<file path="src/rtl/mpsm_pkg.sv">
// Shared types and constants for the multi-pattern stream matcher.
package mpsm_pkg;

  // Geometry of the pattern store
  localparam int PATTERNS = 4;
  localparam int MAX_LEN  = 32;
  localparam int LEN_W    = $clog2(MAX_LEN + 1);
  localparam int IDX_W    = $clog2(MAX_LEN);

  // Request opcodes
  typedef enum logic [1:0] {
    OP_START = 2'd0,
    OP_BYTE  = 2'd1,
    OP_TICK  = 2'd2,
    OP_LOAD  = 2'd3
  } op_t;

  // Result kinds
  localparam logic KIND_MATCH   = 1'b0;
  localparam logic KIND_TIMEOUT = 1'b1;

  typedef struct packed {
    op_t         op;
    logic [7:0]  data_byte;
    logic [23:0] timeout_ticks;
    logic [1:0]  pattern_sel;
    logic [4:0]  position;
    logic        is_last;
  } req_t;

  typedef struct packed {
    logic       result_kind;
    logic [1:0] pattern_index;
  } rsp_t;

  // Per-pattern control from the top level
  typedef struct packed {
    logic       clear;     // start: drop match position
    logic       step;      // received byte, not blocked by a lower pattern
    logic       load;      // pattern byte write for this pattern
    logic       last;      // load also sets the length
    logic [7:0] data;
    logic [4:0] position;
  } lane_ctl_t;

endpackage

</file>
<file path="src/rtl/mpsm_lane.sv">
// One pattern: byte store, length, match position and compare logic.
module mpsm_lane (
  input  logic               clk,
  input  logic               rst,
  input  mpsm_pkg::lane_ctl_t ctl,
  output logic               complete
);

  logic [7:0]                 mem [mpsm_pkg::MAX_LEN];
  logic [7:0]                 rd_data;     // pattern byte at the effective position
  logic [7:0]                 first_byte;
  logic [mpsm_pkg::LEN_W-1:0] len, len_next;
  logic [mpsm_pkg::LEN_W-1:0] cur, cur_next;
  logic [mpsm_pkg::LEN_W-1:0] eff, eff_next, hit_pos, pos_ext;
  logic [mpsm_pkg::IDX_W-1:0] waddr, raddr;
  logic                       active, hit;

  assign pos_ext = mpsm_pkg::LEN_W'(ctl.position);
  assign waddr   = pos_ext[mpsm_pkg::IDX_W-1:0];

  // Compare against the prefetched byte
  assign active   = len != '0;
  assign eff      = (cur >= len) ? '0 : cur;
  assign hit      = ctl.data == rd_data;
  assign hit_pos  = eff + mpsm_pkg::LEN_W'(1);
  assign complete = active && hit && (hit_pos == len);

  // Next length and position
  always_comb begin
    len_next = len;
    cur_next = cur;
    if (ctl.load && ctl.last) begin
      len_next = pos_ext + mpsm_pkg::LEN_W'(1);
    end
    if (ctl.clear || ctl.load) begin
      cur_next = '0;
    end else if (ctl.step && active) begin
      if (hit) begin
        cur_next = hit_pos;
      end else begin
        cur_next = (ctl.data == first_byte) ? mpsm_pkg::LEN_W'(1) : '0;
      end
    end
  end

  // Fetch the byte the next request will compare against
  assign eff_next = (cur_next >= len_next) ? '0 : cur_next;
  assign raddr    = eff_next[mpsm_pkg::IDX_W-1:0];

  always_ff @(posedge clk) begin
    if (rst) begin
      len <= '0;
      cur <= '0;
    end else begin
      len <= len_next;
      cur <= cur_next;
    end
  end

  // Pattern memory, read data forwarded on a same-address write
  always_ff @(posedge clk) begin
    if (ctl.load) begin
      mem[waddr] <= ctl.data;
    end
    if (ctl.load && waddr == raddr) begin
      rd_data <= ctl.data;
    end else begin
      rd_data <= mem[raddr];
    end
  end

  always_ff @(posedge clk) begin
    if (ctl.load && ctl.position == '0) begin
      first_byte <= ctl.data;
    end
  end

endmodule

</file>
<file path="src/rtl/multi_pattern_stream_matcher.sv">
// Top level: request register, pattern lanes, arm/timeout control, result register.
//
// Takes one request per clock unless stalled; its result, if any, is registered
// after the request register; a full result register that is stalled holds the
// request register, so at most two requests are in flight. Start clears all
// match positions and arms with a tick limit (a zero limit times out at once);
// received bytes are compared against every pattern in the same cycle, and the
// lowest-numbered pattern that completes is reported and disarms the matcher;
// ticks count toward the limit and reaching it reports a timeout. Each pattern
// keeps its bytes in its own small memory with a registered read that fetches
// the byte for the next compare ahead of time. Pattern bytes may be loaded at
// any time; loading a pattern resets its match position.
module multi_pattern_stream_matcher (
  input  logic          clk,
  input  logic          rst,
  input  logic          req_valid,
  output logic          req_stall,
  input  mpsm_pkg::req_t req,
  output logic          rsp_valid,
  input  logic          rsp_stall,
  output mpsm_pkg::rsp_t rsp
);

  mpsm_pkg::req_t            req_q;
  logic                      req_q_valid;
  logic                      go, proc;
  logic                      is_start, is_tick, byte_go, load_ok;
  logic                      armed, armed_next;
  logic [23:0]               elapsed, elapsed_next, elapsed_inc;
  logic [23:0]               limit, limit_next;
  mpsm_pkg::lane_ctl_t       lane_ctl [mpsm_pkg::PATTERNS];
  logic [mpsm_pkg::PATTERNS-1:0] complete, step_en, match_vec;
  logic                      found;
  logic [1:0]                found_idx;
  logic                      res_load;
  mpsm_pkg::rsp_t            res_data;

  // Request register
  assign go        = !(rsp_valid && rsp_stall);
  assign req_stall = req_q_valid && !go;
  assign proc      = req_q_valid && go;

  always_ff @(posedge clk) begin
    if (rst) begin
      req_q_valid <= 1'b0;
    end else if (!req_stall) begin
      req_q_valid <= req_valid;
    end
  end

  always_ff @(posedge clk) begin
    if (req_valid && !req_stall) begin
      req_q <= req;
    end
  end

  // Decode
  assign is_start = proc && req_q.op == mpsm_pkg::OP_START;
  assign is_tick  = proc && req_q.op == mpsm_pkg::OP_TICK && armed;
  assign byte_go  = proc && req_q.op == mpsm_pkg::OP_BYTE && armed;
  assign load_ok  = proc && req_q.op == mpsm_pkg::OP_LOAD
                    && (32'(req_q.position) < mpsm_pkg::MAX_LEN);

  // Lowest completing pattern blocks all higher ones
  always_comb begin
    found     = 1'b0;
    found_idx = '0;
    step_en   = '0;
    for (int i = 0; i < mpsm_pkg::PATTERNS; i++) begin
      step_en[i] = byte_go && !found;
      if (byte_go && !found && complete[i]) begin
        found     = 1'b1;
        found_idx = 2'(i);
      end
    end
  end

  assign match_vec = complete & step_en;

  // Pattern lanes
  for (genvar g = 0; g < mpsm_pkg::PATTERNS; g++) begin : g_lane
    always_comb begin
      lane_ctl[g].clear    = is_start;
      lane_ctl[g].step     = step_en[g];
      lane_ctl[g].load     = load_ok && (32'(req_q.pattern_sel) == g);
      lane_ctl[g].last     = req_q.is_last;
      lane_ctl[g].data     = req_q.data_byte;
      lane_ctl[g].position = req_q.position;
    end

    mpsm_lane u_lane (
      .clk      (clk),
      .rst      (rst),
      .ctl      (lane_ctl[g]),
      .complete (complete[g])
    );
  end

  // Arm, tick count and result selection
  assign elapsed_inc = elapsed + 24'd1;

  always_comb begin
    armed_next   = armed;
    elapsed_next = elapsed;
    limit_next   = limit;
    res_load     = 1'b0;
    res_data     = '{result_kind: mpsm_pkg::KIND_TIMEOUT, pattern_index: 2'd0};
    if (is_start) begin
      elapsed_next = '0;
      limit_next   = req_q.timeout_ticks;
      if (req_q.timeout_ticks == '0) begin
        armed_next = 1'b0;
        res_load   = 1'b1;
      end else begin
        armed_next = 1'b1;
      end
    end else if (byte_go && found) begin
      armed_next = 1'b0;
      res_load   = 1'b1;
      res_data   = '{result_kind: mpsm_pkg::KIND_MATCH, pattern_index: found_idx};
    end else if (is_tick) begin
      elapsed_next = elapsed_inc;
      if (elapsed_inc >= limit) begin
        armed_next = 1'b0;
        res_load   = 1'b1;
      end
    end
  end

  always_ff @(posedge clk) begin
    if (rst) begin
      armed   <= 1'b0;
      elapsed <= '0;
      limit   <= '0;
    end else begin
      armed   <= armed_next;
      elapsed <= elapsed_next;
      limit   <= limit_next;
    end
  end

  // Result register
  always_ff @(posedge clk) begin
    if (rst) begin
      rsp_valid <= 1'b0;
    end else if (go) begin
      rsp_valid <= res_load;
    end
  end

  always_ff @(posedge clk) begin
    if (go && res_load) begin
      rsp <= res_data;
    end
  end

  // Checks
  a_one_match: assert property (@(posedge clk) disable iff (rst)
    $onehot0(match_vec))
    else $error("more than one pattern reported on one byte");

  a_zero_limit: assert property (@(posedge clk) disable iff (rst)
    is_start && req_q.timeout_ticks == '0 |=>
      rsp_valid && rsp.result_kind == mpsm_pkg::KIND_TIMEOUT && !armed)
    else $error("zero tick limit did not time out at once");

  a_disarm_reports: assert property (@(posedge clk) disable iff (rst)
    !$past(rst) && $fell(armed) |-> $past(res_load) || $past(is_start))
    else $error("matcher disarmed without a result");

  a_stall_full: assert property (@(posedge clk) disable iff (rst)
    req_stall |-> req_q_valid && rsp_valid)
    else $error("request stalled with room to proceed");

endmodule
</file>
<file path="config.mk">
export PLATFORM = sky130hd
export DESIGN_NAME = multi_pattern_stream_matcher
export DESIGN_NICKNAME = d
export VERILOG_FILES = /design/src/rtl/mpsm_pkg.sv /design/src/rtl/mpsm_lane.sv /design/src/rtl/multi_pattern_stream_matcher.sv
export SDC_FILE = /design/constraint.sdc
export NUM_CORES = 1
export LEC_CHECK = 0
export BUFFER_PORTS_ARGS = -buffer_cell sky130_fd_sc_hd__buf_4
export CAP_MARGIN = 5
export CORE_MARGIN = 8
export CORE_UTILIZATION = 35
export CTS_CLUSTER_DIAMETER = 200
export DETAILED_ROUTE_END_ITERATION = 6
export SYNTH_ARGS = -nofsm -noshare
export SYNTH_HDL_FRONTEND = slang
export SYNTH_SLANG_ARGS = --single-unit
export TNS_END_PERCENT = 50
</file>
<file path="constraint.sdc">
create_clock -name clk -period 7.08 [get_ports clk]
set_input_delay 1.416 -clock clk [delete_from_list [all_inputs] [get_ports clk]]
set_output_delay 1.416 -clock clk [all_outputs]
set_load 0.02 [all_outputs]
</file>
After elaboration in Yosys (flattened, before gate mapping). Memories as Yosys holds them, arrays and structs flattened. A register that Yosys moved wholly into a read port is not among the register bits. Cells that the tools add are included.

Register bits after elaboration: 176. Latch bits: 0. Memory bits (writable): 1024. ROM bits: 0. Input bits: 46. Output and inout port bits: 5. Memories kept: 4.

Memories: g_lane[0].u_lane.mem (depth 32, width 8, rd ports 1, clocked after Yosys merged registers in 1, wr ports 1, RTL line mpsm_lane.sv:9) `logic [7:0] mem [mpsm_pkg::MAX_LEN];`; g_lane[1].u_lane.mem (depth 32, width 8, rd ports 1, clocked after Yosys merged registers in 1, wr ports 1, RTL line mpsm_lane.sv:9); g_lane[2].u_lane.mem (depth 32, width 8, rd ports 1, clocked after Yosys merged registers in 1, wr ports 1, RTL line mpsm_lane.sv:9); g_lane[3].u_lane.mem (depth 32, width 8, rd ports 1, clocked after Yosys merged registers in 1, wr ports 1, RTL line mpsm_lane.sv:9).

Add/sub/neg operators: 6. Multipliers: 0. Div/mod/pow operators: 0. Order comparisons: 9. Equal/unequal tests: 18. Shifts and indexed selects: 0. Multiplexer cells: 54. Bitwise operators: 1. Reductions and logical operators: 66.

Operators with widths (number): $mux W6 (20); $eq A8 B8 Y1 (8); $ge A6 B6 Y1 (8); $logic_and A1 B1 Y1 (43); $mux W1 (27); $add A24 B1 Y24 const B (1); $add A6 B1 Y6 const B (4); $eq A6 B6 Y1 (4); $ge A24 B24 Y1 (1); $logic_not A24 Y1 (1); $reduce_bool A6 Y1 (4); $mux W5 (4); $eq A2 B2 Y1 const B (4); $add A5 B1 Y6 const B (1); $reduce_bool A3 Y1 (2); $logic_not A1 Y1 (5); $logic_not A5 Y1 (1); $eq A2 B1 Y1 const B (2); $logic_not A2 Y1 (2); $logic_or A1 B1 Y1 (4); $mux W2 (2); $reduce_and A2 Y1 (2); $reduce_or A2 Y1 (2); $mux W3 (1); $not A1 Y1 (1).

Longest topological paths before layout.
Word-level depth: 23. Mapped depth: 31. Gate-level depth less buffers: 30.

Modules after synthesis. From an unflattened synthesis, not the netlist that was laid out.

Cells, all modules: 3215. Area total of the unflattened synthesis: 51582.0 um2.

By module, submodules not included: mpsm_lane at g_lane[0].u_lane ... (instances 2, cells an instance 712, area each 11812.6 um2); mpsm_lane at g_lane[2].u_lane ... (instances 2, cells an instance 673, area each 11746.3 um2); multi_pattern_stream_matcher (instances 1, cells an instance 445, area each 4464.3 um2).

Worst setup path before layout. Ideal clock, no wire load.

Kind: register to register. Start: register g_lane[0].u_lane.cur[0] (netlist bit). End: register with a tool-made name. Library setup time: 0.088 ns. Data arrival time: 5.262 ns. Required time: 6.992 ns. Setup slack: 1.730 ns. Cell stages (with the launch flop): 31. Path buffers: 2. Period minus slack after synthesis: 5.350 ns. Path through: dfxtp_1 -> inv_1 -> ha_1 -> nand2b_1 -> a21oi_1 -> o21ai_0 -> a31oi_1 -> inv_1 -> nor2_1 -> ha_1 -> clkbuf_1 -> and2_1 -> nand2_1 -> or3_1 -> a21oi_1 -> o21ai_0 -> a211oi_1 -> o2111ai_2 -> o221a_4 -> nand2_2 -> buf_4 -> a31oi_1 -> ha_1 -> nand2b_1 -> a21o_1 -> a21oi_1 -> nor2b_1 -> o21ai_0 -> nand2b_1 -> a211o_1 -> o31ai_1.

RTL lines: from (decl) (RTL line mpsm_lane.sv:13) `logic [mpsm_pkg::LEN_W-1:0] cur, cur_next;`; from (signal assigned) (RTL line mpsm_lane.sv:56) `cur <= cur_next;`.

==> results.tsv <==
metric	value	unit
critical path class	register to register	
DRC	0	
met1 Track Usage GR	0.225	
gr busiest metal	met2	
insertion delay to the later sink of the worst-skew pair	0.71	ns
Via density	5.30	
endpoints failing hold	0	
core region area	145000	sq um
YS warnings	0	
placed cell count	5066	
clock transition at the registers of the reported paths	0.06	ns
multi-input logic area	14600	sq um
syn_area_per_cell	16.0	sq um
CTS sink count	1220	
initial antenna violation count	3	
CTS buffer count	119	
H-tree Lvls	3	
area delta synth->final	12.4	%
Worst Setup Slack, final	0.989	ns
Std-Cell Rows	140	
global-route wire length before repair	192000	microns
kind of start point of the critical path	register	
via count	28092	
cts repair resizes	0	
pin count of the biggest net entering global routing	100	
proportion of layout cells with a drive suffix above 1	0.161	
Hold Buf Count CTS	0	
port bufs	50	
Post-CTS Repair Setup Buffers	0	
routed len/inst	24.8	microns
Worst Path Arrival	6.70	ns
Synth Register Bits	1220	
skew final	0.0340	ns
number of synthesized flops with an enable pin	1101	
outcome	finished clean	
Post-Place Worst Slack	1.10	ns
io pins	51	
synth unique cells	88	
Fmax	164	MHz
First DRT Iteration DRCs	2742	
DR pass1 iterations	6	
Most used DFF post-synth	edfxtp_1	
vias in the first global route	27771	
final worst-path cycle share	0.860	
Crit Path Max Fanout	13	
commonest non-fill, non-tap cell in the layout	edfxtp_1	
met2 Usage GRT	0.265	
GPL Wtd Cong	0.885	
Peak VDD IR	0.224	mV
met3 usage in global routing	0.0219	
headroom to the max-slew limit	0.241	
final std cells w/o fill	5296	
sequential cell area	35500	sq um
Initial Util	0.352	
nets@finish	3397	
Leakage	0.0178	uW
Max Root-Sink Buffers	3	
Cell Area, Synth	51200	sq um
total global-route track usage	0.161	
setup TNS	0	ns
Maximum Capacitance Violations	0	
final wirelength	131000	microns
sequential area share after synthesis	0.693	
Root Buffer	clkbuf_16	
CP endpoint kind	register	
critical path data required time	7.69	ns
Tmin final	6.09	ns
die width	398	microns
CTS tree	built	
die area	159000	sq um
gr ovfl total	0	
slew of the pin with the lowest slew margin	1.13	ns
syn_nets	3316	
Slew Limit Fails	0	
commonest non-fill, non-tap cells in the layout	1,101 x edfxtp_1, 291 x nor2_1, 188 x mux2i_1, 185 x mux4_2, 160 x nand2_1	
RSZ-0062 raised after global routing	false	
Die Height	398	microns
final total power	14300	uW
Post-DRT Antenna Nets	0	
Final HPWL DP	84700	microns
HP Class	register to register	
Fill cells	13271	
# setup viols final	0	
Mapped Cells	3189	
Synth async-reset ratio	0	
PwrDens	248	nW/um^2
-- synthesized netlist by cell type (all sizes together), types with 6 or more instances --
master,count,area [sq um]
o21ai,38,190
nand4,35,219
o31ai,12,90.1
a211oi,14,110
a221oi,21,184
o22ai,8,50.1
dfxtp,119,2380
mux4,185,4170
inv,74,278
a21oi,84,424
buf,87,576
nand2b,27,169
and3,19,124
nor3,24,125
and4b,6,60.1
clkbuf,69,259
a2111oi,8,70.1
nor2,292,1100
or2,12,75.1
and2,16,100
o211ai,8,60.1
mux2i,188,1880
a31oi,12,75.1
nor4,32,243
ha,81,1010
xnor2,53,464
or3,13,81.3
nor2b,44,275
edfxtp,1101,33100
nand3,89,450
a32oi,7,61.3
xor2,82,718
mux2,18,203
nor3b,6,45.0
a22oi,62,465
a21o,18,135
nand2,162,613
-- report_power, final --
part | internal, uW | leakage [uW] | switching, uW
combinational | 60.1 | 0.00508 | 216
clock | 3410 | 0.00182 | 2700
sequential | 7860 | 0.0109 | 22.5
-- cell type report --
| cell class | count | area share |
|---|---|---|
| multi-input cells | 1737 | 0.254 |
| repair buffers | 116 | 0.0167 |
| clock inverters | 68 | 0.00905 |
| clock buffers | 153 | 0.0558 |
| inverters | 76 | 0.00496 |
| diodes | 9 | 0.000392 |
| flip-flops and latches | 1220 | 0.617 |
| well taps | 1917 | 0.0417 |
-- worst max-delay path, cell delays in order, from the launching register on --
cell and delay [ns]:
dfxtp_1 0.40, inv_1 0.10, ha_1 0.29, nand2b_1 0.14, a2111oi_0 0.59, o31ai_1 0.31
nor2_1 0.20, ha_1 0.29, nand3_1 0.18, xnor2_1 0.32, nand3_1 0.12, o22ai_1 0.16
a22oi_1 0.11, or3_1 0.38, o221a_4 0.32, nand2_2 0.23, a31oi_1 0.13, ha_1 0.31
nand2b_1 0.14, a21o_1 0.18, a21oi_1 0.15, nor2b_1 0.06, o21ai_0 0.18, nand2b_1 0.10
a211o_1 0.37, o31ai_1 0.24
-- kinds of logic after synthesis --
family | synth area share
flip-flops | 0.693
AND/OR/NAND/NOR | 0.0748
multiplexers | 0.122
AO/OA/AOI/OAI | 0.0455
buffers and inverters | 0.0219
XOR/XNOR | 0.0231
adder cells (fa/ha/maj) | 0.0198
-- metal layers --
layer	wire (microns)	share of wire	vias up
li1	-	-	12548
met5	0	0	-
met1	57200	0.44	14455
met3	7810	0.059	190
met2	62600	0.48	899
met4	3740	0.028	0
-- flip-flops by register name, indices dropped and copies added, names as in the netlist, named ones only --
register	count
lane_ctl	14
g_lane.u_lane.len	24
rsp_valid	1
limit	24
elapsed	24
req_q	28
armed	1
g_lane.u_lane.first_byte	32
g_lane.u_lane.cur	24
g_lane.u_lane.mem	1024
rsp	3
req_q_valid	1
-- path summary, 6_finish.rpt --
check / from / slack, ns / cells past startpoint / to
setup / recovery: g_lane[1].u_lane.cur[0] / 0.99 / 25 / register
setup reg to reg: g_lane[1].u_lane.cur[0] / 0.99 / 25 / register
hold / removal: limit[11] / 0.45 / 2 / limit[11]
hold reg to reg: limit[11] / 0.45 / 2 / limit[11]
-- per-stage QoR --
| stage | area, sq um | util | hold WS, ns |
|---|---|---|---|
| after floorplan | 51200 | - | 0.436 |
| after detailed placement | 53700 | 0.370 | 0.449 |
| after global placement | 53700 | 0.370 | 0.444 |
| after CTS | 57500 | 0.395 | 0.458 |
| after global routing | 57500 | 0.395 | 0.472 |
| final | 57500 | 0.395 | 0.455 |
Note: power is estimated with default switching activity, not from simulation.
